<file path="config.mk">
export PLATFORM = sky130hd
export DESIGN_NAME = lsb_first_field_bit_packer
export DESIGN_NICKNAME = d
export VERILOG_FILES = /design/src/hw/rtl/lfbp_pkg.sv /design/src/hw/rtl/lfbp_chunk_unit.sv /design/src/hw/rtl/lfbp_bit_acc.sv /design/src/hw/rtl/lfbp_out_stage.sv /design/src/hw/rtl/lfbp_ctrl.sv /design/src/hw/rtl/lsb_first_field_bit_packer.sv
export VERILOG_INCLUDE_DIRS = /design/src /design/src/hw/rtl
export SDC_FILE = /design/constraint.sdc
export NUM_CORES = 1
export LEC_CHECK = 0
export BUFFER_PORTS_ARGS = -buffer_cell sky130_fd_sc_hd__buf_4
export CAP_MARGIN = 30
export CORE_MARGIN = 1.5
export CORE_UTILIZATION = 35
export DETAILED_ROUTE_END_ITERATION = 8
export PLACE_DENSITY_LB_ADDON = 0.3
export SETUP_SLACK_MARGIN = 0.15
export SLEW_MARGIN = 20
export SYNTH_ARGS = -nofsm -noshare
export SYNTH_HDL_FRONTEND = slang
export SYNTH_SLANG_ARGS = --single-unit
export TNS_END_PERCENT = 30
</file>
<file path="constraint.sdc">
create_clock -name clk_i -period 5.8 [get_ports clk_i]
set_input_delay 0.58 -clock clk_i [delete_from_list [all_inputs] [get_ports clk_i]]
set_output_delay 0.58 -clock clk_i [all_outputs]
set_load 0.02 [all_outputs]
</file>
<file path="src/hw/rtl/lsb_first_field_bit_packer_macros.svh">
// Assertion macros for the LSB-first field bit packer.
`ifndef LSB_FIRST_FIELD_BIT_PACKER_MACROS_SVH
`define LSB_FIRST_FIELD_BIT_PACKER_MACROS_SVH

// Clocked property check, disabled during reset.
`define LFBP_ASSERT(lbl, prop, msg) \
  lbl: assert property (@(posedge clk_i) disable iff (!rst_ni) prop) else $error(msg);

// Condition that must never be seen at a clock edge.
`define LFBP_ASSERT_NEVER(lbl, expr, msg) \
  `LFBP_ASSERT(lbl, !(expr), msg)

`endif

</file>
<file path="src/hw/rtl/lfbp_pkg.sv">
// Types and constants shared by the LSB-first field bit packer modules.
`timescale 1ns / 1ps

package lfbp_pkg;

  localparam int unsigned CFG_IDX_W     = 8;
  localparam int unsigned ACC_W         = 63;
  localparam int unsigned CNT_W         = 6;
  localparam int unsigned CHUNK_W       = 56;
  localparam int unsigned SREG_W        = 52;
  localparam int unsigned RAW_MAX_BITS  = 56;
  localparam int unsigned U64_SMALL_LIM = 17;
  localparam int unsigned U64_MID_LIM   = 273;
  localparam int unsigned U64_LAST_STEP = 6;   // continuation at shift 60

  localparam logic [CFG_IDX_W-1:0] CFG_PRELOAD_BITS  = 8'd0;
  localparam logic [CFG_IDX_W-1:0] CFG_PRELOAD_COUNT = 8'd1;

  typedef enum logic [1:0] {
    REQ_RAW = 2'd0,
    REQ_PAD = 2'd1,
    REQ_U32 = 2'd2,
    REQ_U64 = 2'd3
  } req_e;

  typedef enum logic [2:0] {
    ST_IDLE,
    ST_APPEND,
    ST_U32,
    ST_U64_HEAD,
    ST_U64_CONT,
    ST_DRAIN,
    ST_FINISH
  } state_e;

  typedef enum logic [2:0] {
    UOP_RAW,
    UOP_PAD,
    UOP_U32,
    UOP_U64_HEAD,
    UOP_U64_CONT
  } uop_e;

  typedef struct packed {
    logic [1:0]  req_type;
    logic [63:0] value;
    logic [5:0]  bit_count;
    logic [31:0] offset_0;
    logic [31:0] offset_1;
    logic [31:0] offset_2;
    logic [31:0] offset_3;
    logic [4:0]  width_0;
    logic [4:0]  width_1;
    logic [4:0]  width_2;
    logic [4:0]  width_3;
  } in_t;

  typedef struct packed {
    logic [7:0] out_byte;
    logic       byte_valid;
    logic       status;
    logic       last;
  } out_t;

  // Chunk formed by the shared unit for one append step.
  typedef struct packed {
    logic [CHUNK_W-1:0] bits;
    logic [CNT_W-1:0]   n;
    logic               hit;
    logic               more;
  } chunk_t;

  typedef struct packed {
    logic               append;
    logic               drain;
    logic [CHUNK_W-1:0] bits;
    logic [CNT_W-1:0]   n;
  } acc_cmd_t;

  typedef struct packed {
    logic       cnt_ge8;
    logic [2:0] pend_cnt;
    logic [7:0] low_byte;
  } acc_sts_t;

  typedef struct packed {
    logic       push;
    logic       fin;
    logic       err;
    logic [7:0] data;
  } emit_t;

  typedef struct packed {
    logic ready;
    logic held;
  } ost_sts_t;

endpackage

</file>
<file path="src/hw/rtl/lfbp_chunk_unit.sv">
// Shared subtract/compare unit that forms the next bit chunk of a request.
`timescale 1ns / 1ps

module lfbp_chunk_unit (
  input  lfbp_pkg::uop_e                  op_i,
  input  lfbp_pkg::in_t                   item_i,
  input  logic [1:0]                      sel_i,
  input  logic [2:0]                      pend_cnt_i,
  input  logic [lfbp_pkg::SREG_W-1:0]     sreg_i,
  input  logic [2:0]                      step_i,
  output lfbp_pkg::chunk_t                chunk_o
);

  logic [31:0]                   sub_b;
  logic [31:0]                   diff;
  logic [31:0]                   offset;
  logic [4:0]                    width;
  logic [lfbp_pkg::CHUNK_W-1:0]  raw_mask;
  logic                          lt_small;
  logic                          lt_mid;

  always_comb begin
    case (sel_i)
      2'd0:    begin offset = item_i.offset_0; width = item_i.width_0; end
      2'd1:    begin offset = item_i.offset_1; width = item_i.width_1; end
      2'd2:    begin offset = item_i.offset_2; width = item_i.width_2; end
      default: begin offset = item_i.offset_3; width = item_i.width_3; end
    endcase
  end

  assign lt_small = item_i.value < 64'(lfbp_pkg::U64_SMALL_LIM);
  assign lt_mid   = item_i.value < 64'(lfbp_pkg::U64_MID_LIM);

  // One subtractor serves the U32 search and the short U64 prefixes.
  always_comb begin
    case (op_i)
      lfbp_pkg::UOP_U32:      sub_b = offset;
      lfbp_pkg::UOP_U64_HEAD: sub_b = lt_small ? 32'd1 : 32'(lfbp_pkg::U64_SMALL_LIM);
      default:                sub_b = 32'd0;
    endcase
  end

  assign diff     = item_i.value[31:0] - sub_b;
  assign raw_mask = (56'd1 << item_i.bit_count) - 56'd1;

  always_comb begin
    chunk_o = '0;
    case (op_i)
      lfbp_pkg::UOP_RAW: begin
        chunk_o.bits = item_i.value[lfbp_pkg::CHUNK_W-1:0] & raw_mask;
        chunk_o.n    = item_i.bit_count;
        chunk_o.hit  = item_i.bit_count <= 6'(lfbp_pkg::RAW_MAX_BITS);
      end
      lfbp_pkg::UOP_PAD: begin
        chunk_o.n   = (pend_cnt_i == 3'd0) ? 6'd0 : 6'(4'd8 - {1'b0, pend_cnt_i});
        chunk_o.hit = 1'b1;
      end
      lfbp_pkg::UOP_U32: begin
        chunk_o.bits = lfbp_pkg::CHUNK_W'({diff, sel_i});
        chunk_o.n    = 6'(width) + 6'd2;
        chunk_o.hit  = (diff >> width) == 32'd0;
      end
      lfbp_pkg::UOP_U64_HEAD: begin
        chunk_o.hit = 1'b1;
        if (item_i.value == 64'd0) begin
          chunk_o.n = 6'd2;
        end else if (lt_small) begin
          chunk_o.bits = lfbp_pkg::CHUNK_W'({diff[3:0], 2'b01});
          chunk_o.n    = 6'd6;
        end else if (lt_mid) begin
          chunk_o.bits = lfbp_pkg::CHUNK_W'({diff[7:0], 2'b10});
          chunk_o.n    = 6'd10;
        end else begin
          chunk_o.bits = lfbp_pkg::CHUNK_W'({item_i.value[11:0], 2'b11});
          chunk_o.n    = 6'd14;
          chunk_o.more = 1'b1;
        end
      end
      lfbp_pkg::UOP_U64_CONT: begin
        chunk_o.hit = 1'b1;
        if (sreg_i == '0) begin
          chunk_o.n = 6'd1;
        end else if (step_i == 3'(lfbp_pkg::U64_LAST_STEP)) begin
          chunk_o.bits = lfbp_pkg::CHUNK_W'({sreg_i[3:0], 1'b1});
          chunk_o.n    = 6'd5;
        end else begin
          chunk_o.bits = lfbp_pkg::CHUNK_W'({sreg_i[7:0], 1'b1});
          chunk_o.n    = 6'd9;
          chunk_o.more = 1'b1;
        end
      end
      default: begin
        chunk_o = '0;
      end
    endcase
  end

endmodule

</file>
<file path="src/hw/rtl/lfbp_bit_acc.sv">
// Bit accumulator holding the pending bits, with preload registers.
`timescale 1ns / 1ps

module lfbp_bit_acc (
  input  logic                              clk_i,
  input  logic                              rst_ni,
  input  logic                              cfg_we_i,
  input  logic [lfbp_pkg::CFG_IDX_W-1:0]    cfg_index_i,
  input  logic [7:0]                        cfg_data_i,
  input  lfbp_pkg::acc_cmd_t                cmd_i,
  output lfbp_pkg::acc_sts_t                sts_o
);

  logic [7:0]                   pre_bits_q, pre_bits_d;
  logic [2:0]                   pre_cnt_q, pre_cnt_d;
  logic [lfbp_pkg::ACC_W-1:0]   acc_q, acc_d;
  logic [lfbp_pkg::CNT_W-1:0]   cnt_q, cnt_d;
  logic [7:0]                   pre_mask;

  always_comb begin
    pre_bits_d = pre_bits_q;
    pre_cnt_d  = pre_cnt_q;
    if (cfg_we_i) begin
      case (cfg_index_i)
        lfbp_pkg::CFG_PRELOAD_BITS:  pre_bits_d = cfg_data_i;
        lfbp_pkg::CFG_PRELOAD_COUNT: pre_cnt_d  = cfg_data_i[2:0];
        default: ;
      endcase
    end
  end

  assign pre_mask = (8'd1 << pre_cnt_d) - 8'd1;

  always_comb begin
    acc_d = acc_q;
    cnt_d = cnt_q;
    if (cfg_we_i && (cfg_index_i == lfbp_pkg::CFG_PRELOAD_BITS ||
                     cfg_index_i == lfbp_pkg::CFG_PRELOAD_COUNT)) begin
      // reload pending bits from both registers, drop bits above the count
      acc_d = lfbp_pkg::ACC_W'(pre_bits_d[6:0] & pre_mask[6:0]);
      cnt_d = lfbp_pkg::CNT_W'(pre_cnt_d);
    end else if (cmd_i.append) begin
      acc_d = acc_q | (lfbp_pkg::ACC_W'(cmd_i.bits) << cnt_q[2:0]);
      cnt_d = cnt_q + cmd_i.n;
    end else if (cmd_i.drain) begin
      acc_d = acc_q >> 8;
      cnt_d = cnt_q - 6'd8;
    end
  end

  always_ff @(posedge clk_i or negedge rst_ni) begin
    if (!rst_ni) begin
      pre_bits_q <= '0;
      pre_cnt_q  <= '0;
      acc_q      <= '0;
      cnt_q      <= '0;
    end else begin
      pre_bits_q <= pre_bits_d;
      pre_cnt_q  <= pre_cnt_d;
      acc_q      <= acc_d;
      cnt_q      <= cnt_d;
    end
  end

  assign sts_o.cnt_ge8  = cnt_q[5:3] != 3'd0;
  assign sts_o.pend_cnt = cnt_q[2:0];
  assign sts_o.low_byte = acc_q[7:0];

endmodule

</file>
<file path="src/hw/rtl/lfbp_out_stage.sv">
// Output stage: holds back one byte so the last result of an item can be marked.
`timescale 1ns / 1ps

module lfbp_out_stage (
  input  logic               clk_i,
  input  logic               rst_ni,
  input  lfbp_pkg::emit_t    emit_i,
  input  logic               out_stall_i,
  output logic               out_valid_o,
  output lfbp_pkg::out_t     out_data_o,
  output lfbp_pkg::ost_sts_t sts_o
);

  logic            vld_q, vld_d;
  logic            held_q, held_d;
  logic [7:0]      hb_q, hb_d;
  lfbp_pkg::out_t  data_q, data_d;

  always_comb begin
    vld_d  = vld_q && out_stall_i;
    held_d = held_q;
    hb_d   = hb_q;
    data_d = data_q;
    if (emit_i.push) begin
      hb_d   = emit_i.data;
      held_d = 1'b1;
      if (held_q) begin
        data_d = '{out_byte: hb_q, byte_valid: 1'b1, status: 1'b0, last: 1'b0};
        vld_d  = 1'b1;
      end
    end else if (emit_i.fin) begin
      // close the word: held byte as last, or an empty result
      if (held_q) begin
        data_d = '{out_byte: hb_q, byte_valid: 1'b1, status: emit_i.err, last: 1'b1};
      end else begin
        data_d = '{out_byte: 8'd0, byte_valid: 1'b0, status: emit_i.err, last: 1'b1};
      end
      vld_d  = 1'b1;
      held_d = 1'b0;
    end
  end

  always_ff @(posedge clk_i or negedge rst_ni) begin
    if (!rst_ni) begin
      vld_q  <= 1'b0;
      held_q <= 1'b0;
    end else begin
      vld_q  <= vld_d;
      held_q <= held_d;
    end
  end

  always_ff @(posedge clk_i) begin
    hb_q   <= hb_d;
    data_q <= data_d;
  end

  assign out_valid_o = vld_q;
  assign out_data_o  = data_q;
  assign sts_o.ready = !vld_q || !out_stall_i;
  assign sts_o.held  = held_q;

endmodule

</file>
<file path="src/hw/rtl/lfbp_ctrl.sv">
// Sequencer that steps a request through the shared chunk unit and the accumulator.
`timescale 1ns / 1ps

module lfbp_ctrl (
  input  logic                          clk_i,
  input  logic                          rst_ni,
  input  logic                          in_valid_i,
  output logic                          in_stall_o,
  input  lfbp_pkg::in_t                 in_data_i,
  output logic                          idle_o,
  output lfbp_pkg::uop_e                uop_o,
  output lfbp_pkg::in_t                 item_o,
  output logic [1:0]                    sel_o,
  output logic [lfbp_pkg::SREG_W-1:0]   sreg_o,
  output logic [2:0]                    step_o,
  input  lfbp_pkg::chunk_t              chunk_i,
  input  lfbp_pkg::acc_sts_t            acc_sts_i,
  input  lfbp_pkg::ost_sts_t            ost_sts_i,
  output lfbp_pkg::acc_cmd_t            acc_cmd_o,
  output lfbp_pkg::emit_t               emit_o
);

  lfbp_pkg::state_e              state_q, state_d;
  lfbp_pkg::in_t                 item_q, item_d;
  logic [1:0]                    sel_q, sel_d;
  logic [lfbp_pkg::SREG_W-1:0]   sreg_q, sreg_d;
  logic [2:0]                    step_q, step_d;
  logic                          more_q, more_d;
  logic                          err_q, err_d;
  logic                          accept;

  assign accept = (state_q == lfbp_pkg::ST_IDLE) && in_valid_i;

  // next state
  always_comb begin
    state_d = state_q;
    case (state_q)
      lfbp_pkg::ST_IDLE: begin
        if (in_valid_i) begin
          case (lfbp_pkg::req_e'(in_data_i.req_type))
            lfbp_pkg::REQ_U32: state_d = lfbp_pkg::ST_U32;
            lfbp_pkg::REQ_U64: state_d = lfbp_pkg::ST_U64_HEAD;
            default:           state_d = lfbp_pkg::ST_APPEND;
          endcase
        end
      end
      lfbp_pkg::ST_APPEND: begin
        state_d = chunk_i.hit ? lfbp_pkg::ST_DRAIN : lfbp_pkg::ST_FINISH;
      end
      lfbp_pkg::ST_U32: begin
        if (chunk_i.hit) begin
          state_d = lfbp_pkg::ST_DRAIN;
        end else if (sel_q == 2'd3) begin
          state_d = lfbp_pkg::ST_FINISH;
        end
      end
      lfbp_pkg::ST_U64_HEAD: state_d = lfbp_pkg::ST_DRAIN;
      lfbp_pkg::ST_U64_CONT: state_d = lfbp_pkg::ST_DRAIN;
      lfbp_pkg::ST_DRAIN: begin
        if (!acc_sts_i.cnt_ge8) begin
          state_d = more_q ? lfbp_pkg::ST_U64_CONT : lfbp_pkg::ST_FINISH;
        end
      end
      lfbp_pkg::ST_FINISH: begin
        if (ost_sts_i.ready) begin
          state_d = lfbp_pkg::ST_IDLE;
        end
      end
      default: state_d = lfbp_pkg::ST_IDLE;
    endcase
  end

  // outputs
  always_comb begin
    idle_o     = state_q == lfbp_pkg::ST_IDLE;
    in_stall_o = state_q != lfbp_pkg::ST_IDLE;
    case (state_q)
      lfbp_pkg::ST_APPEND: begin
        uop_o = (lfbp_pkg::req_e'(item_q.req_type) == lfbp_pkg::REQ_PAD) ?
                lfbp_pkg::UOP_PAD : lfbp_pkg::UOP_RAW;
      end
      lfbp_pkg::ST_U32:      uop_o = lfbp_pkg::UOP_U32;
      lfbp_pkg::ST_U64_HEAD: uop_o = lfbp_pkg::UOP_U64_HEAD;
      lfbp_pkg::ST_U64_CONT: uop_o = lfbp_pkg::UOP_U64_CONT;
      default:               uop_o = lfbp_pkg::UOP_RAW;
    endcase

    acc_cmd_o.append = (((state_q == lfbp_pkg::ST_APPEND) ||
                         (state_q == lfbp_pkg::ST_U32)) && chunk_i.hit) ||
                       (state_q == lfbp_pkg::ST_U64_HEAD) ||
                       (state_q == lfbp_pkg::ST_U64_CONT);
    acc_cmd_o.drain  = (state_q == lfbp_pkg::ST_DRAIN) && acc_sts_i.cnt_ge8 &&
                       ost_sts_i.ready;
    acc_cmd_o.bits   = chunk_i.bits;
    acc_cmd_o.n      = chunk_i.n;

    emit_o.push = acc_cmd_o.drain;
    emit_o.fin  = (state_q == lfbp_pkg::ST_FINISH) && ost_sts_i.ready;
    emit_o.err  = err_q;
    emit_o.data = acc_sts_i.low_byte;
  end

  // item and iteration registers
  always_comb begin
    item_d = item_q;
    sel_d  = sel_q;
    sreg_d = sreg_q;
    step_d = step_q;
    more_d = more_q;
    err_d  = err_q;
    case (state_q)
      lfbp_pkg::ST_IDLE: begin
        if (accept) begin
          item_d = in_data_i;
          sel_d  = 2'd0;
          more_d = 1'b0;
          err_d  = 1'b0;
        end
      end
      lfbp_pkg::ST_APPEND: begin
        if (!chunk_i.hit) begin
          err_d = 1'b1;
        end
      end
      lfbp_pkg::ST_U32: begin
        if (!chunk_i.hit) begin
          sel_d = sel_q + 2'd1;
          if (sel_q == 2'd3) begin
            err_d = 1'b1;
          end
        end
      end
      lfbp_pkg::ST_U64_HEAD: begin
        more_d = chunk_i.more;
        sreg_d = item_q.value[63:12];
        step_d = 3'd0;
      end
      lfbp_pkg::ST_U64_CONT: begin
        more_d = chunk_i.more;
        sreg_d = sreg_q >> 8;
        step_d = step_q + 3'd1;
      end
      default: ;
    endcase
  end

  always_ff @(posedge clk_i or negedge rst_ni) begin
    if (!rst_ni) begin
      state_q <= lfbp_pkg::ST_IDLE;
      sel_q   <= '0;
      step_q  <= '0;
      more_q  <= 1'b0;
      err_q   <= 1'b0;
    end else begin
      state_q <= state_d;
      sel_q   <= sel_d;
      step_q  <= step_d;
      more_q  <= more_d;
      err_q   <= err_d;
    end
  end

  always_ff @(posedge clk_i) begin
    item_q <= item_d;
    sreg_q <= sreg_d;
  end

  assign item_o = item_q;
  assign sel_o  = sel_q;
  assign sreg_o = sreg_q;
  assign step_o = step_q;

endmodule

</file>
<file path="src/hw/rtl/lsb_first_field_bit_packer.sv">
// LSB-first field bit packer: raw, zero pad, U32 and U64 header fields into bytes.
//
// Input channel (in_valid_i / in_stall_o / in_data_i): one request per word.
// The block takes one request at a time and stalls the input until every
// result word of the current request has been handed to the output register.
// Output channel (out_valid_o / out_stall_i / out_data_o): one word per finished
// byte in stream order, or a single empty word when a request finishes no byte;
// the last word of a request has last set, and status is set on a rejected one.
// Each request is stepped as chunks: raw or pad one chunk, U32 one per distribution
// tried, U64 a head chunk and then continuation chunks, with complete bytes drained
// after each appended chunk; a rejected request goes straight to its finishing word.
// The sequencer passes one chunk per cycle through the shared subtract/compare unit
// and drains one byte per cycle from the accumulator unless the output stalls.
// One byte is held back so that last can be marked; an output stall holds the
// sequencer at its next byte or finishing word.
// Reset clears the preload registers and the pending bits. Configuration
// writes (cfg_valid_i / cfg_ready_o) are taken while idle, and a write to either
// preload register reloads the pending bits from both preload registers.
`timescale 1ns / 1ps
`include "lsb_first_field_bit_packer_macros.svh"

module lsb_first_field_bit_packer (
  input  logic                           clk_i,
  input  logic                           rst_ni,
  input  logic                           in_valid_i,
  output logic                           in_stall_o,
  input  lfbp_pkg::in_t                  in_data_i,
  output logic                           out_valid_o,
  input  logic                           out_stall_i,
  output lfbp_pkg::out_t                 out_data_o,
  input  logic                           cfg_valid_i,
  output logic                           cfg_ready_o,
  input  logic [lfbp_pkg::CFG_IDX_W-1:0] cfg_index_i,
  input  logic [7:0]                     cfg_data_i
);

  logic                          ctrl_idle;
  lfbp_pkg::uop_e                uop;
  lfbp_pkg::in_t                 item;
  logic [1:0]                    sel;
  logic [lfbp_pkg::SREG_W-1:0]   sreg;
  logic [2:0]                    step;
  lfbp_pkg::chunk_t              chunk;
  lfbp_pkg::acc_sts_t            acc_sts;
  lfbp_pkg::acc_cmd_t            acc_cmd;
  lfbp_pkg::ost_sts_t            ost_sts;
  lfbp_pkg::emit_t               emit;

  assign cfg_ready_o = ctrl_idle;

  lfbp_ctrl u_ctrl (
    .clk_i      (clk_i),
    .rst_ni     (rst_ni),
    .in_valid_i (in_valid_i),
    .in_stall_o (in_stall_o),
    .in_data_i  (in_data_i),
    .idle_o     (ctrl_idle),
    .uop_o      (uop),
    .item_o     (item),
    .sel_o      (sel),
    .sreg_o     (sreg),
    .step_o     (step),
    .chunk_i    (chunk),
    .acc_sts_i  (acc_sts),
    .ost_sts_i  (ost_sts),
    .acc_cmd_o  (acc_cmd),
    .emit_o     (emit)
  );

  lfbp_chunk_unit u_chunk (
    .op_i       (uop),
    .item_i     (item),
    .sel_i      (sel),
    .pend_cnt_i (acc_sts.pend_cnt),
    .sreg_i     (sreg),
    .step_i     (step),
    .chunk_o    (chunk)
  );

  lfbp_bit_acc u_acc (
    .clk_i       (clk_i),
    .rst_ni      (rst_ni),
    .cfg_we_i    (cfg_valid_i && cfg_ready_o),
    .cfg_index_i (cfg_index_i),
    .cfg_data_i  (cfg_data_i),
    .cmd_i       (acc_cmd),
    .sts_o       (acc_sts)
  );

  lfbp_out_stage u_out (
    .clk_i       (clk_i),
    .rst_ni      (rst_ni),
    .emit_i      (emit),
    .out_stall_i (out_stall_i),
    .out_valid_o (out_valid_o),
    .out_data_o  (out_data_o),
    .sts_o       (ost_sts)
  );

  `LFBP_ASSERT(a_accept_no_held, (in_valid_i && !in_stall_o) |-> !ost_sts.held, "request accepted with a byte still held")
  `LFBP_ASSERT(a_idle_drained, ctrl_idle |-> !acc_sts.cnt_ge8, "idle with a complete byte pending")
  `LFBP_ASSERT_NEVER(a_err_no_byte, out_valid_o && out_data_o.status && out_data_o.byte_valid, "rejected request carries a byte")

endmodule

</file>
==> Word level (Yosys, flattened, before mapping) <==
Index checks and enable logic that the tools add are counted.
{ "totals": {"wordCells": 173, "output_inout_bits": 14, "register_bits": 382} }
{ "classes": {"n_eq_ne": 27, "n_mux": 61, "n_bitwise": 3, "addsub": 9, "n_lt_le_gt_ge": 3, "n_reduce_logical": 38, "shift": 4} }
{ "op_table": {"columns": ["cell", "n"], "rows": [
  ["$pmux 56 s4", 1],
  ["$mux 63", 3],
  ["$mux 56", 2],
  ["$pmux 52 s2", 1],
  ["$pmux 32 s3", 1],
  ["$logic_not 64->1", 1],
  ["$lt 64x5->1 const B", 1],
  ["$lt 64x9->1 const B", 1],
  ["$pmux 32 s2", 1],
  ["$or 63x63->63", 1],
  ["$shl 56x3->63", 1],
  ["$and 56x56->56", 1],
  ["$shl 1x6->56 const A", 1],
  ["$sub 56x1->56 const B", 1],
  ["$logic_not 52->1", 1],
  ["$mux 11", 4],
  ["$mux 20", 2],
  ["$mux 6", 6],
  ["$pmux 7 s5", 1],
  ["$logic_not 32->1", 1],
  ["$shr 32x5->32", 1],
  ["$sub 32x32->32", 1],
  ["$mux 3", 7],
  ["$pmux 3 s6", 1],
  ["43 further kinds", 103]
]} }

==> Longest topological paths before layout <==
Gate-level depths: netlist of the first run.
{ "depth": {"depth_word": 15, "depth_mapped": 25, "ltp_nobuf": 21} }

==> Cells and area by module <==
Synthesis of the first run repeated with hierarchy kept, for this count alone.
{ "unflattened": {"hier_cells": 2194, "hier_area_um2": 23473.8} }
{ "modules_own_cells": {"columns": ["mod", "n_inst", "area_each_um2", "seq_area_each_um2", "cells_per_inst"], "rows": [
  ["lfbp_ctrl", 1, 10127.2, 8418.1, 584],
  ["lfbp_bit_acc", 1, 6681.4, 1976.9, 690],
  ["lfbp_chunk_unit", 1, 5919.4, 0.0, 880],
  ["lfbp_out_stage", 1, 739.5, 620.6, 39],
  ["lsb_first_field_bit_packer", 1, 6.3, 0.0, 1]
]} }

==> Worst setup path before layout of the first run <==
OpenSTA, ideal clock, no wires.
{ "synth_path": {"path_type": "flip-flop to flip-flop", "startpoint": "register u_ctrl.state_q[2]", "endpoint": "register u_ctrl.item_q (netlist bit u_ctrl.item_o[0]) (enable)", "stages_incl_launch_ff": 5, "setup_slack_ns": -0.717, "t_arrival_ns": 5.945, "synth_period_minus_slack_ns": 6.517, "t_required_ns": 5.228, "setup_ns": 0.572, "cell_sequence": "dfrtp_1 clkbuf_1 nor3_1 nand2_1 inv_1"} }
{ "synth_between": {"elab_chain_len": 3} }
{ "synth_rtl": {"columns": ["item", "line_no", "rtl"], "rows": [
  ["start: declaration", "lfbp_ctrl.sv:23", "lfbp_pkg::state_e state_q, state_d;"],
  ["start signal: assignment", "lfbp_ctrl.sv:149", "state_q <= lfbp_pkg::ST_IDLE;"],
  ["start signal: assignment", "lfbp_ctrl.sv:155", "state_q <= state_d;"],
  ["$logic_not 3->1 *", null, null],
  ["named net cfg_ready_o", "lsb_first_field_bit_packer.sv:32", "output logic cfg_ready_o,"],
  ["$logic_and 1x1->1", "lfbp_ctrl.sv:32", "assign accept = (state_q == lfbp_pkg::ST_IDLE) && in_valid_i;"],
  ["$reduce_and 2->1 (no line) *", null, null],
  ["end signal: assignment", "lfbp_ctrl.sv:164", "item_q <= item_d;"],
  ["end: declaration", "lfbp_ctrl.sv:24", "lfbp_pkg::in_t item_q, item_d;"]
]} }
Mark *: on every way through the listed nets, which the timed path passes. The rest lies on a longest branch.
A chain may end at the register's enable or synchronous reset.

==> Worst setup path after layout of the first run <==
{ "layout_path": {"startpoint": "register u_ctrl.sel_q[0] (netlist: u_ctrl.sel_o[0])", "endpoint": "register u_ctrl.state_q[1]"} }
{ "layout_between": {"elab_chain_len": 9, "word_cells_on_any_way": 16, "cone_classes": "add/sub: 1; eq/ne: 4; shift: 1; mux: 7; reduce/logical: 3"} }
{ "layout_rtl": {"columns": ["item", "line_no", "rtl"], "rows": [
  ["start: declaration", "lfbp_ctrl.sv:25", "logic [1:0] sel_q, sel_d;"],
  ["start signal: assignment", "lfbp_ctrl.sv:156", "sel_q <= sel_d;"],
  ["$eq 2x2->1, or another cell as far along", "lfbp_chunk_unit.sv:23", "case (sel_i)"],
  ["$pmux 32 s3", "lfbp_chunk_unit.sv:23", null],
  ["$pmux 32 s2", "lfbp_chunk_unit.sv:36", "case (op_i)"],
  ["$sub 32x32->32", "lfbp_chunk_unit.sv:43", "assign diff = item_i.value[31:0] - sub_b;"],
  ["$shr 32x5->32", "lfbp_chunk_unit.sv:61", "chunk_o.hit = (diff >> width) == 32'd0;"],
  ["$logic_not 32->1", "lfbp_chunk_unit.sv:61", null],
  ["$pmux 7 s5", "lfbp_chunk_unit.sv:48", "case (op_i)"],
  ["$mux 3, or another cell as far along", "lfbp_ctrl.sv:51", "if (chunk_i.hit) begin"],
  ["$pmux 3 s6 or $reduce_and 4->1 (tied branches)", null, null]
]} }
Several ways; a longest one is shown, not always the timed one.

==> summary.md, run 1 <==
| Metric | Value |
|---|---|
| Share of cells above drive strength 1 | `23.3%` |
| Setup TNS | `0 ns` |
| Avg Cell Area, Syn | `between 9 and 10 sq um` |
| Max VDD drop | `between 200 and 300 uV` |
| Slew HR | `36.6%` |
| Critical Path Fanout Max | `30` |
| Unique masters post-synth | `96` |
| Global-route wire length before repair | `about 120000 microns` |
| Final Hold Viols | `0` |
| Clock-pin slew on the worst setup and hold paths | `0.07 ns` |
| Hold Slack | `roughly 0.17 ns` |
| Fmax | `0.183 GHz` |
| DRT Wirelength | `between 70000 and 80000 microns` |
| Mux cell area share after synthesis | `5.35%` |
| Port Buffers | `253` |
| Final worst-path cycle share | `about 94%` |
| Reg2Reg Launch Point | `u_ctrl.sel_o[0]$_DFFE_PN0P_` |
| XOR/XNOR Fraction of Synth Area | `1.38%` |
| Skew final | `0.0255 ns` |
| Leak | `roughly 11 nW` |
| Final setup viols | `0` |
| Top-count cell post-synth | `nand2_1` |
| Pre-CTS WS | `0.105 ns` |
| Starting Density | `about a third` |
| Finished Core Util | `between 40% and 50%` |
| Setup slack, reg-to-reg | `0.34 ns` |
| Wire per inst | `22.3 microns` |
| Placer congestion estimate | `0.983` |
| Detailed Place HPWL | `approximately 58000 microns` |
| Reg area | `11000 sq um` |
| Core area | `62900 sq um` |
| Unrepaired setup endpoints after global routing | `true` |
| Largest net degree at the start of global routing | `110` |
| Number of enable flip-flop cells after synthesis | `291` |
| Hold path start | `in_data_i[115]` |
| Crit. Startpoint | `u_ctrl.sel_o[0]$_DFFE_PN0P_` |
| Largest family of logic cells by synthesized area | `compound AO/OA/AOI/OAI gates` |
| Top cells by area, synth | `edfxtp_1 (39%), dfrtp_1 (10%), nand2_1 (6.2%)` |
| DR vias | `19830` |
| Synth area leader | `edfxtp_1` |
| #FFs+latches synth | `382` |
| Main synth FF type | `edfxtp_1` |
| Post-route ant nets | `0` |
| Post-synthesis adder-cell area fraction | `2.95%` |
| Nets | `2879` |
| Synth-to-layout area growth | `24.8%` |
| CTS Buf Count | `43` |
| Setup crit start kind | `register` |
| Asr flop ratio synth | `23.8%` |
| CTS root buf | `clkbuf_16` |
| Mapped Nets | `around 2500` |
| Clock Sinks | `382` |
| Fin crit period | `5.46 ns` |
| Router iterations before antenna repair | `6` |
| Area of the multi-input gates | `10500 sq um` |
| Total congestion overflow | `0` |
| DRC viols | `0` |
| Pwr/cell area | `457 nW/um^2` |
| Max-slew violation count | `0` |
| CP arrival | `between 5 and 6 ns` |
| Via density | `5.72` |
| Vias in the first global route | `19290` |
| Area of the die | `64900 sq um` |
| Cells after Synth | `2253` |
| Fillers | `6065` |
| GRT Overall Usage | `between 20% and 30%` |
| CTS H-tree lvls | `2` |
| Required @ worst endpoint | `between 6 and 7 ns` |
| Outcome | `completed` |
| Simple-Gate Fraction of Synth Area | `16.0%` |
| Chip height | `255 microns` |
| HP Class | `input port to register` |
| Worst-margin pin slew | `0.947 ns` |
| Worst skew pair latency | `0.58 ns` |
| Max_cap viols | `0` |
| Antenna diodes | `0` |
| Initial DRC Count | `2023` |
| Setup slack after layout | `0.343 ns` |
| Initial antenna violation count | `1` |
| Compound-Gate Fraction of Synth Area | `20.5%` |
| Num ports | `255` |
| Cell area after technology mapping | `22200 sq um` |
| TritonCTS clock tree | `built` |
| Sequential area share after synthesis | `49.7%` |
| Synth top area share | `39.4%` |
| Setup Crit Path Kind | `register to register` |
| Die Wd | `roughly 250 microns` |
| Commonest cells in the netlist | `nand2_1 (364), edfxtp_1 (291), o21ai_0 (173)` |
| Deepest clock path buffer count | `3` |
| CP Capture Type | `register` |
| Cell Rows | `just over 90` |
| Synth warn | `0` |
==> cell usage in the layout (no fill, tap or decap), types with 25 or more instances in the layout <==
cell       count
o21ai_0      168
nor2_1       150
edfxtp_1     291
nor4_1        33
a21oi_1      108
ha_1          43
clkbuf_16     45
dfrtp_1       88
a31oi_1       44
mux2_2        26
a222oi_1      36
and2_1        25
nand3_1       39
mux2i_1       87
inv_1         67
buf_4        433
nand2_1      360
nor3_1        50
==> sequential cells by signal, indices dropped and copies added (netlist names), 2 cells and up <==
signal,count
u_acc.pre_bits_q,7
u_acc.cnt_q,6
u_ctrl.sel_o,2
u_ctrl.state_q,3
u_ctrl.item_o,220
u_out.out_data_o,11
u_out.hb_q,8
u_ctrl.sreg_o,52
u_ctrl.step_o,3
u_acc.pre_cnt_q,3
u_acc.acc_q,63
==> metrics by stage <==
step	instances	power (W)	cell area (sq um)
final	3466	0.0127	27700
after global routing	3466	0.0134	27700
after CTS	3459	0.0126	27400
after detailed placement	3379	0.00983	26000
after global placement	3379	0.00973	26000
after floorplan	2253	0.00770	22200
==> repair_timing <==
item                                    4_1_cts  5_1_grt
gates resized for setup                       4       40
gates cloned                                  1        0
pin swaps                                     1       13
endpoints found under the setup margin       20       62
buffers inserted                              0        5
hold endpoints to repair                     36        0
hold buffers                                  1        0
==> per-layer routing <==
metal	track usage [%]	routed length (microns)	up-vias
met5	0	11	-
met4	8.84	2900	2
met3	5.35	6960	158
met2	37.0	34600	935
met1	31.5	32900	9526
li1	-	-	9209
==> cell families after synthesis <==
family	count (synthesis)
xor+xnor	35
mux	114
fa+ha+maj	51
simple gates	780
buf+inv	229
flops	382
compound gates	662
==> cell type report <==
class,count,area share [%]
Clock buffer,54,4.26
Clock inverter,24,0.642
Inverter,72,0.990
Multi-Input combinational cell,1642,37.8
Sequential cell,382,39.8
Tap cell,846,3.83
Timing Repair Buffer,446,12.6
==> power by group <==
group	leakage (nW)	internal, W	total [W]	switching [W]
logic	6.39	0.00218	0.00584	0.00366
clock network	0.661	0.00153	0.00266	0.00113
registers	3.66	0.00372	0.00416	0.000445
total	10.7	0.00742	0.0127	0.00523
==> final timing paths <==
check,depth (start not counted),end
worst max-delay path,20,u_ctrl.state_q[1]$_DFFE_PN0P_
worst min-delay path,1,u_ctrl.item_o[115]$_DFFE_PP_
worst max register to register,20,u_ctrl.state_q[1]$_DFFE_PN0P_
worst min register to register,2,u_acc.acc_q[60]$_DFFE_PN0P_
max in group asynchronous,3,u_acc.acc_q[32]$_DFFE_PN0P_
min in group asynchronous,2,u_acc.acc_q[59]$_DFFE_PN0P_
==> critical path, stage by stage (launching register included) <==
cell and delay [ns]:
dfrtp_1 0.38, inv_1 0.08, ha_1 0.27, buf_12 0.19
a222oi_1 0.34, buf_4 0.19, o21ai_0 0.09, nand2_1 0.10
ha_1 0.26, a21oi_1 0.23, o21ai_0 0.28, a221oi_2 0.36
buf_4 0.19, a21boi_0 0.13, or3_1 0.41, a32o_2 0.31
and4_1 0.16, o2111a_2 0.37, buf_6 0.19, or4_4 0.51
o311ai_2 0.26
Power figures use the tool's default switching activity.
==> inputs of run 2 (changes only) <==
--- a/config.mk
+++ b/config.mk
@@ -8,6 +8,7 @@
 export LEC_CHECK = 0
 export BUFFER_PORTS_ARGS = -buffer_cell sky130_fd_sc_hd__buf_4
 export CAP_MARGIN = 30
+export CORE_ASPECT_RATIO = 1.25
 export CORE_MARGIN = 1.5
 export CORE_UTILIZATION = 35
 export DETAILED_ROUTE_END_ITERATION = 8
==> summary.md, run 2 (synthesized netlist as in run 1, its figures left out) <==
| Metric | Value |
|---|---|
| Outcome | `completed (unchanged)` |
| Final worst-path cycle share | `94.0% (was 94.1%)` |
| Most used cells in the layout excluding fill and tap cells | `buf_4 (393), nand2_1 (361), edfxtp_1 (291) (was buf_4 (433), nand2_1 (360), edfxtp_1 (291))` |
| Pwr/cell area | `451 nW/um^2 (was 457 nW/um^2)` |
| Leak | `10.5 nW (was 10.7 nW)` |
| Clock Sinks | `382 (unchanged)` |
| Cell Rows | `103 (was 92)` |
| DRC viols | `0 (unchanged)` |
| Max_cap viols | `0 (unchanged)` |
| Largest net degree at the start of global routing | `134 (was 110)` |
| Slew HR | `38.1% (was 36.6%)` |
| Placer congestion estimate | `0.997 (was 0.983)` |
| Fmax | `0.183 GHz (about the same)` |
| Vias in the first global route | `19255 (was 19290)` |
| Critical Path Fanout Max | `5 (was 30)` |
| Via density | `5.65 (was 5.72)` |
| Detailed Place HPWL | `57300 microns (was 57600 microns)` |
| Setup TNS | `0 ns (unchanged)` |
| Synth-to-layout area growth | `22.7% (was 24.8%)` |
| CTS H-tree lvls | `2 (unchanged)` |
| Max VDD drop | `262 uV (was 272 uV)` |
| CP Capture Type | `register (unchanged)` |
| Total congestion overflow | `0 (unchanged)` |
| Antenna diodes | `0 (unchanged)` |
| Area of the die | `64900 sq um (about the same)` |
| Core area | `62900 sq um (about the same)` |
| HP Class | `input port to register (unchanged)` |
| Share of cells above drive strength 1 | `21.6% (was 23.3%)` |
| Port Buffers | `253 (unchanged)` |
| Chip height | `284 microns (was 255 microns)` |
| Router iterations before antenna repair | `9 (was 6)` |
| Unrepaired setup endpoints after global routing | `false (was true)` |
| CTS Buf Count | `40 (was 43)` |
| Top sig layer | `met4 (was met5)` |
| Die Wd | `228 microns (was 255 microns)` |
| Final setup viols | `0 (unchanged)` |
| Final Hold Viols | `0 (unchanged)` |
| Required @ worst endpoint | `6.25 ns (was 6.26 ns)` |
| Placed Cells | `3333 (was 3379)` |
| Max reg flops | `220 (unchanged)` |
| DRT Wirelength | `74900 microns (was 77400 microns)` |
| Initial DRC Count | `1647 (was 2023)` |
| Setup Crit Path Kind | `register to register (unchanged)` |
| Skew final | `0.0137 ns (was 0.0255 ns)` |
| Wire per inst | `22.0 microns (was 22.3 microns)` |
| Nets | `2837 (was 2879)` |
| Post-route ant nets | `0 (unchanged)` |
| Fillers | `6107 (was 6065)` |
| Worst-margin pin slew | `0.925 ns (was 0.947 ns)` |
| DR vias | `19282 (was 19830)` |
| Non-filler cells, final | `3413 (was 3466)` |
| TritonCTS clock tree | `built (unchanged)` |
| Fin crit period | `5.45 ns (was 5.46 ns)` |
| Max-slew violation count | `0 (unchanged)` |
| Worst skew pair latency | `0.56 ns (was 0.58 ns)` |
| Metal-1 WL | `28900 microns (was 32900 microns)` |
| Global-route wire length before repair | `114000 microns (was 116000 microns)` |
| Met2 WL | `37500 microns (was 34600 microns)` |
| CTS root buf | `clkbuf_16 (unchanged)` |
| Starting Density | `35.2% (was 35.3%)` |
| Num ports | `255 (unchanged)` |
| Setup crit start kind | `register (unchanged)` |
| CP arrival | `5.91 ns (was 5.92 ns)` |
| Initial antenna violation count | `0 (was 1)` |
| Clock-pin slew on the worst setup and hold paths | `0.06 ns (was 0.07 ns)` |
| Commonest non-fill, non-tap cell in the layout | `buf_4 (unchanged)` |
| Deepest clock path buffer count | `3 (unchanged)` |
| Metal3 WL | `3770 microns (was 6960 microns)` |
| GRT Overall Usage | `22.5% (was 23.5%)` |
-- run 2: cell types whose count changed in the layout (fill, tap and decap cells not counted), sizes merged --
| cell | change |
|---|---|
| buf | -38 |
| clkbuf | -5 |
| clkinv | -3 |
| bufinv | +2 |
| inv | -2 |
| bufbuf | -1 |
-- run 2: final timing paths --
kind / start / end / slack [ns] / depth (start not counted)
setup / recovery: u_ctrl.item_o[216]$_DFFE_PP_ / u_ctrl.state_q[1]$_DFFE_PN0P_ / 0.35 / 22
hold reg to reg: u_acc.acc_q[7]$_DFFE_PN0P_ / u_out.hb_q[7]$_DFFE_PP_ / 0.45 / 0
min in group asynchronous: rst_ni / u_acc.acc_q[60]$_DFFE_PN0P_ / 0.48 / 2
max in group asynchronous: rst_ni / u_acc.cnt_q[0]$_DFFE_PN0P_ / 4.37 / 4
setup reg to reg: u_ctrl.item_o[216]$_DFFE_PP_ / u_ctrl.state_q[1]$_DFFE_PN0P_ / 0.35 / 22
hold / removal: in_data_i[142] / u_ctrl.item_o[142]$_DFFE_PP_ / 0.19 / 1
-- run 2: layout make-up --
type                       count  area [sq um]  share of cell area [%]
tap                          840          1050                    3.86
multi-input combinational   1642         10300                    38.0
sequential                   382         11000                    40.5
inverter                      72           274                    1.01
timing repair buffer         407          3220                    11.8
clock buffer                  49          1090                    3.99
clock inverter                21           209                   0.768
-- run 2: stage by stage --
step	setup slack, ns	total power (W)	hold WS [ns]	area, sq um	util (%)
global placement	0.336	0.00954	0.435	25700	40.9
floorplan	0.547	0.00770	0.284	22200	-
detailed placement	0.250	0.00965	0.440	25700	40.9
global route	0.137	0.0130	0.165	27200	43.3
CTS	0.195	0.0123	0.165	27000	43.0
finish	0.347	0.0123	0.194	27200	43.3
-- run 2: what timing repair did --
action	CTS	global route
buffers inserted	0	6
gates resized for setup	0	22
endpoints found under the hold margin	22	0
hold buffers	1	0
endpoints found under the setup margin	0	62
-- run 2: layer usage --
layer	global-route usage, %	vias to the layer above
met1	26.5	9275
met5	0	-
met4	13.1	0
li1	-	9121
met2	39.7	713
met3	2.62	173
-- run 2: power by group --
group	leakage [nW]	internal, W	switching [W]
clock network	0.631	0.00151	0.00107
logic	6.20	0.00206	0.00353
registers	3.66	0.00372	0.000394
-- run 2: worst max-delay path, stage by stage (launching register included) --
cell,delay (ns)
edfxtp_1,0.40
nor4_2,0.36
nand4_1,0.26
nor4_2,0.33
buf_4,0.24
a21oi_1,0.12
a21oi_1,0.15
ha_1,0.21
o211ai_2,0.14
o21ai_4,0.24
a211oi_2,0.10
buf_4,0.18
or4_4,0.52
o2111ai_2,0.14
buf_4,0.17
and2_1,0.14
a211oi_2,0.05
o21a_1,0.16
and4_1,0.21
o2111a_2,0.30
buf_4,0.16
or4_4,0.51
o311ai_2,0.28
==> inputs of run 3 (changes only) <==
--- a/config.mk
+++ b/config.mk
@@ -9,8 +9,7 @@
 export BUFFER_PORTS_ARGS = -buffer_cell sky130_fd_sc_hd__buf_4
 export CAP_MARGIN = 30
 export CORE_ASPECT_RATIO = 1.25
-export CORE_MARGIN = 1.5
-export CORE_UTILIZATION = 35
+export CORE_UTILIZATION = 54
 export DETAILED_ROUTE_END_ITERATION = 8
 export PLACE_DENSITY_LB_ADDON = 0.3
 export SETUP_SLACK_MARGIN = 0.15
==> summary.md, run 3 (synthesized netlist as in run 1, its figures left out) <==
| Metric | Value |
|---|---|
| Outcome | `completed (unchanged)` |
| Starting Density | `55.0% (was 35.2%)` |
| Worst skew pair latency | `0.54 ns (was 0.56 ns)` |
| Vias in the first global route | `19188 (was 19255)` |
| DR vias | `19540 (was 19282)` |
| Initial antenna violation count | `0 (unchanged)` |
| Fmax | `0.180 GHz (was 0.183 GHz)` |
| Max_cap viols | `0 (unchanged)` |
| Fin crit period | `5.54 ns (was 5.45 ns)` |
| Chip height | `229 microns (was 284 microns)` |
| Max-slew violation count | `0 (unchanged)` |
| TritonCTS clock tree | `built (unchanged)` |
| Final worst-path cycle share | `95.6% (was 94.0%)` |
| Wire per inst | `22.6 microns (was 22.0 microns)` |
| Cell Rows | `82 (was 103)` |
| Deepest clock path buffer count | `3 (unchanged)` |
| Initial DRC Count | `2177 (was 1647)` |
| Max VDD drop | `363 uV (was 262 uV)` |
| Unrepaired setup endpoints after global routing | `false (unchanged)` |
| Clock Sinks | `382 (unchanged)` |
| Post-route ant nets | `0 (unchanged)` |
| CTS H-tree lvls | `2 (unchanged)` |
| Setup TNS | `0 ns (unchanged)` |
| Finished Cell Area | `27000 sq um (was 27200 sq um)` |
| Nets | `2835 (was 2837)` |
| CP Capture Type | `register (unchanged)` |
| Router iterations before antenna repair | `6 (was 9)` |
| Commonest non-fill, non-tap cell in the layout | `buf_4 (unchanged)` |
| Share of cells above drive strength 1 | `22.2% (was 21.6%)` |
| Core area | `40300 sq um (was 62900 sq um)` |
| DRT Wirelength | `70500 microns (was 74900 microns)` |
| Setup crit start kind | `register (unchanged)` |
| Setup Crit Path Kind | `register to register (unchanged)` |
| Setup slack after layout | `0.258 ns (was 0.347 ns)` |
| GRT Overall Usage | `33.3% (was 22.5%)` |
| Area of the die | `41900 sq um (was 64900 sq um)` |
| Global-route wire length before repair | `107000 microns (was 114000 microns)` |
| Synth-to-layout area growth | `21.7% (was 22.7%)` |
| Total congestion overflow | `0 (unchanged)` |
| Placed Area | `25200 sq um (was 25700 sq um)` |
| Final Hold Viols | `0 (unchanged)` |
| Finished Core Util | `66.9% (was 43.3%)` |
| Clock-pin slew on the worst setup and hold paths | `0.06 ns (about the same)` |
| Placer congestion estimate | `0.996 (was 0.997)` |
| Required @ worst endpoint | `6.24 ns (was 6.25 ns)` |
| Fillers | `3130 (was 6107)` |
| Die Wd | `183 microns (was 228 microns)` |
| Num ports | `255 (unchanged)` |
| CTS Buf Count | `38 (was 40)` |
| Worst-margin pin slew | `0.895 ns (was 0.925 ns)` |
| Skew final | `0.0193 ns (was 0.0137 ns)` |
| Pre-CTS WS | `0.0871 ns (was 0.250 ns)` |
| Final setup viols | `0 (unchanged)` |
| HP Class | `input port to register (unchanged)` |
| Port Buffers | `253 (unchanged)` |
| CP arrival | `5.98 ns (was 5.91 ns)` |
| Detailed Place HPWL | `52400 microns (was 57300 microns)` |
| Leak | `10.5 nW (about the same)` |
| Slew HR | `40.3% (was 38.1%)` |
| Most used cells in the layout excluding fill and tap cells | `buf_4 (392), nand2_1 (362), edfxtp_1 (291) (was buf_4 (393), nand2_1 (361), edfxtp_1 (291))` |
| CTS root buf | `clkbuf_16 (unchanged)` |
| Max reg flops | `220 (unchanged)` |
| Critical Path Fanout Max | `6 (was 5)` |
| DRC viols | `0 (unchanged)` |
| Pwr/cell area | `456 nW/um^2 (was 451 nW/um^2)` |
| Via density | `6.27 (was 5.65)` |
| Largest net degree at the start of global routing | `128 (was 134)` |
| Antenna diodes | `0 (unchanged)` |
run 3: cell types whose count changed in the layout (fill, tap and decap cells not counted), sizes merged:
cell      previous run  this run
bufinv               4         6
clkinvlp             4         1
buf                406       403
clkbuf              49        47
inv                 69        70
clkinv              16        18
o2111a               1         2
run 3: power breakdown:
group / total (W) / internal (W) / switching (W)
combinational: 0.00559 / 0.00208 / 0.00350
clock: 0.00257 / 0.00155 / 0.00103
sequential: 0.00414 / 0.00372 / 0.000422
run 3: final cells by class:
cell class | instances | area, sq um | share of cell area (%)
repair buffers | 406 | 3200 | 11.9
clock buffers | 45 | 1040 | 3.86
multi-input cells | 1643 | 10500 | 38.9
flip-flops and latches | 382 | 11000 | 40.9
inverters | 72 | 274 | 1.02
well taps | 546 | 683 | 2.53
clock inverters | 23 | 256 | 0.951
run 3: worst max-delay path, cell delays in order (launching register included):
cell and delay, ns:
edfxtp_1 0.50, nor4_1 0.37, nand4_1 0.16, nor4_2 0.31, buf_4 0.20, a21oi_1 0.12
a21oi_1 0.14, ha_1 0.21, o211ai_2 0.13, buf_4 0.15, o211ai_1 0.27, and4b_2 0.38
o311a_1 0.24, nand2_1 0.14, o21ai_0 0.19, a211oi_1 0.07, o21a_1 0.22, and4_1 0.27
o2111a_2 0.28, buf_12 0.15, buf_12 0.13, or4_4 0.52, o311ai_2 0.27
run 3: metal layers:
layer	vias up	global-route usage, %	part of all wire, %
li1	9145	-	-
met5	-	0	0
met1	9287	40.1	38
met2	903	56.3	50
met4	0	19.0	5.8
met3	205	5.21	6.9
run 3: through the flow:
step	cells	power, W	hold WS (ns)
2_1_floorplan	2253	0.00770	0.284
3_3_place_gp	3020	0.00931	0.413
3_5_place_dp	3022	0.00947	0.417
4_1_cts	3095	0.0121	0.188
5_1_grt	3117	0.0130	0.188
6_report	3117	0.0123	0.209
run 3: path summary, 6_finish.rpt:
check                                             start  cells past startpoint  slack [ns]                            end
max                        u_ctrl.item_o[180]$_DFFE_PP_                     22        0.26  u_ctrl.state_q[1]$_DFFE_PN0P_
min                                       in_data_i[39]                      1        0.21    u_ctrl.item_o[39]$_DFFE_PP_
max reg2reg                u_ctrl.item_o[180]$_DFFE_PP_                     22        0.26  u_ctrl.state_q[1]$_DFFE_PN0P_
min reg2reg                  u_acc.acc_q[7]$_DFFE_PN0P_                      0        0.46        u_out.hb_q[7]$_DFFE_PP_
max in group asynchronous                        rst_ni                      4        4.43    u_ctrl.sel_o[0]$_DFFE_PN0P_
min in group asynchronous                        rst_ni                      2        0.42    u_acc.acc_q[61]$_DFFE_PN0P_
run 3: repair_timing:
| item | 4_1_cts | 5_1_grt |
|---|---|---|
| gates cloned | 1 | 1 |
| resized for setup | 9 | 49 |
| setup buffers | 3 | 19 |
| setup endpoints to repair | 37 | 62 |
| hold buffers | 1 | 0 |
| pin swaps | 3 | 11 |
| endpoints found under the hold margin | 10 | 0 |
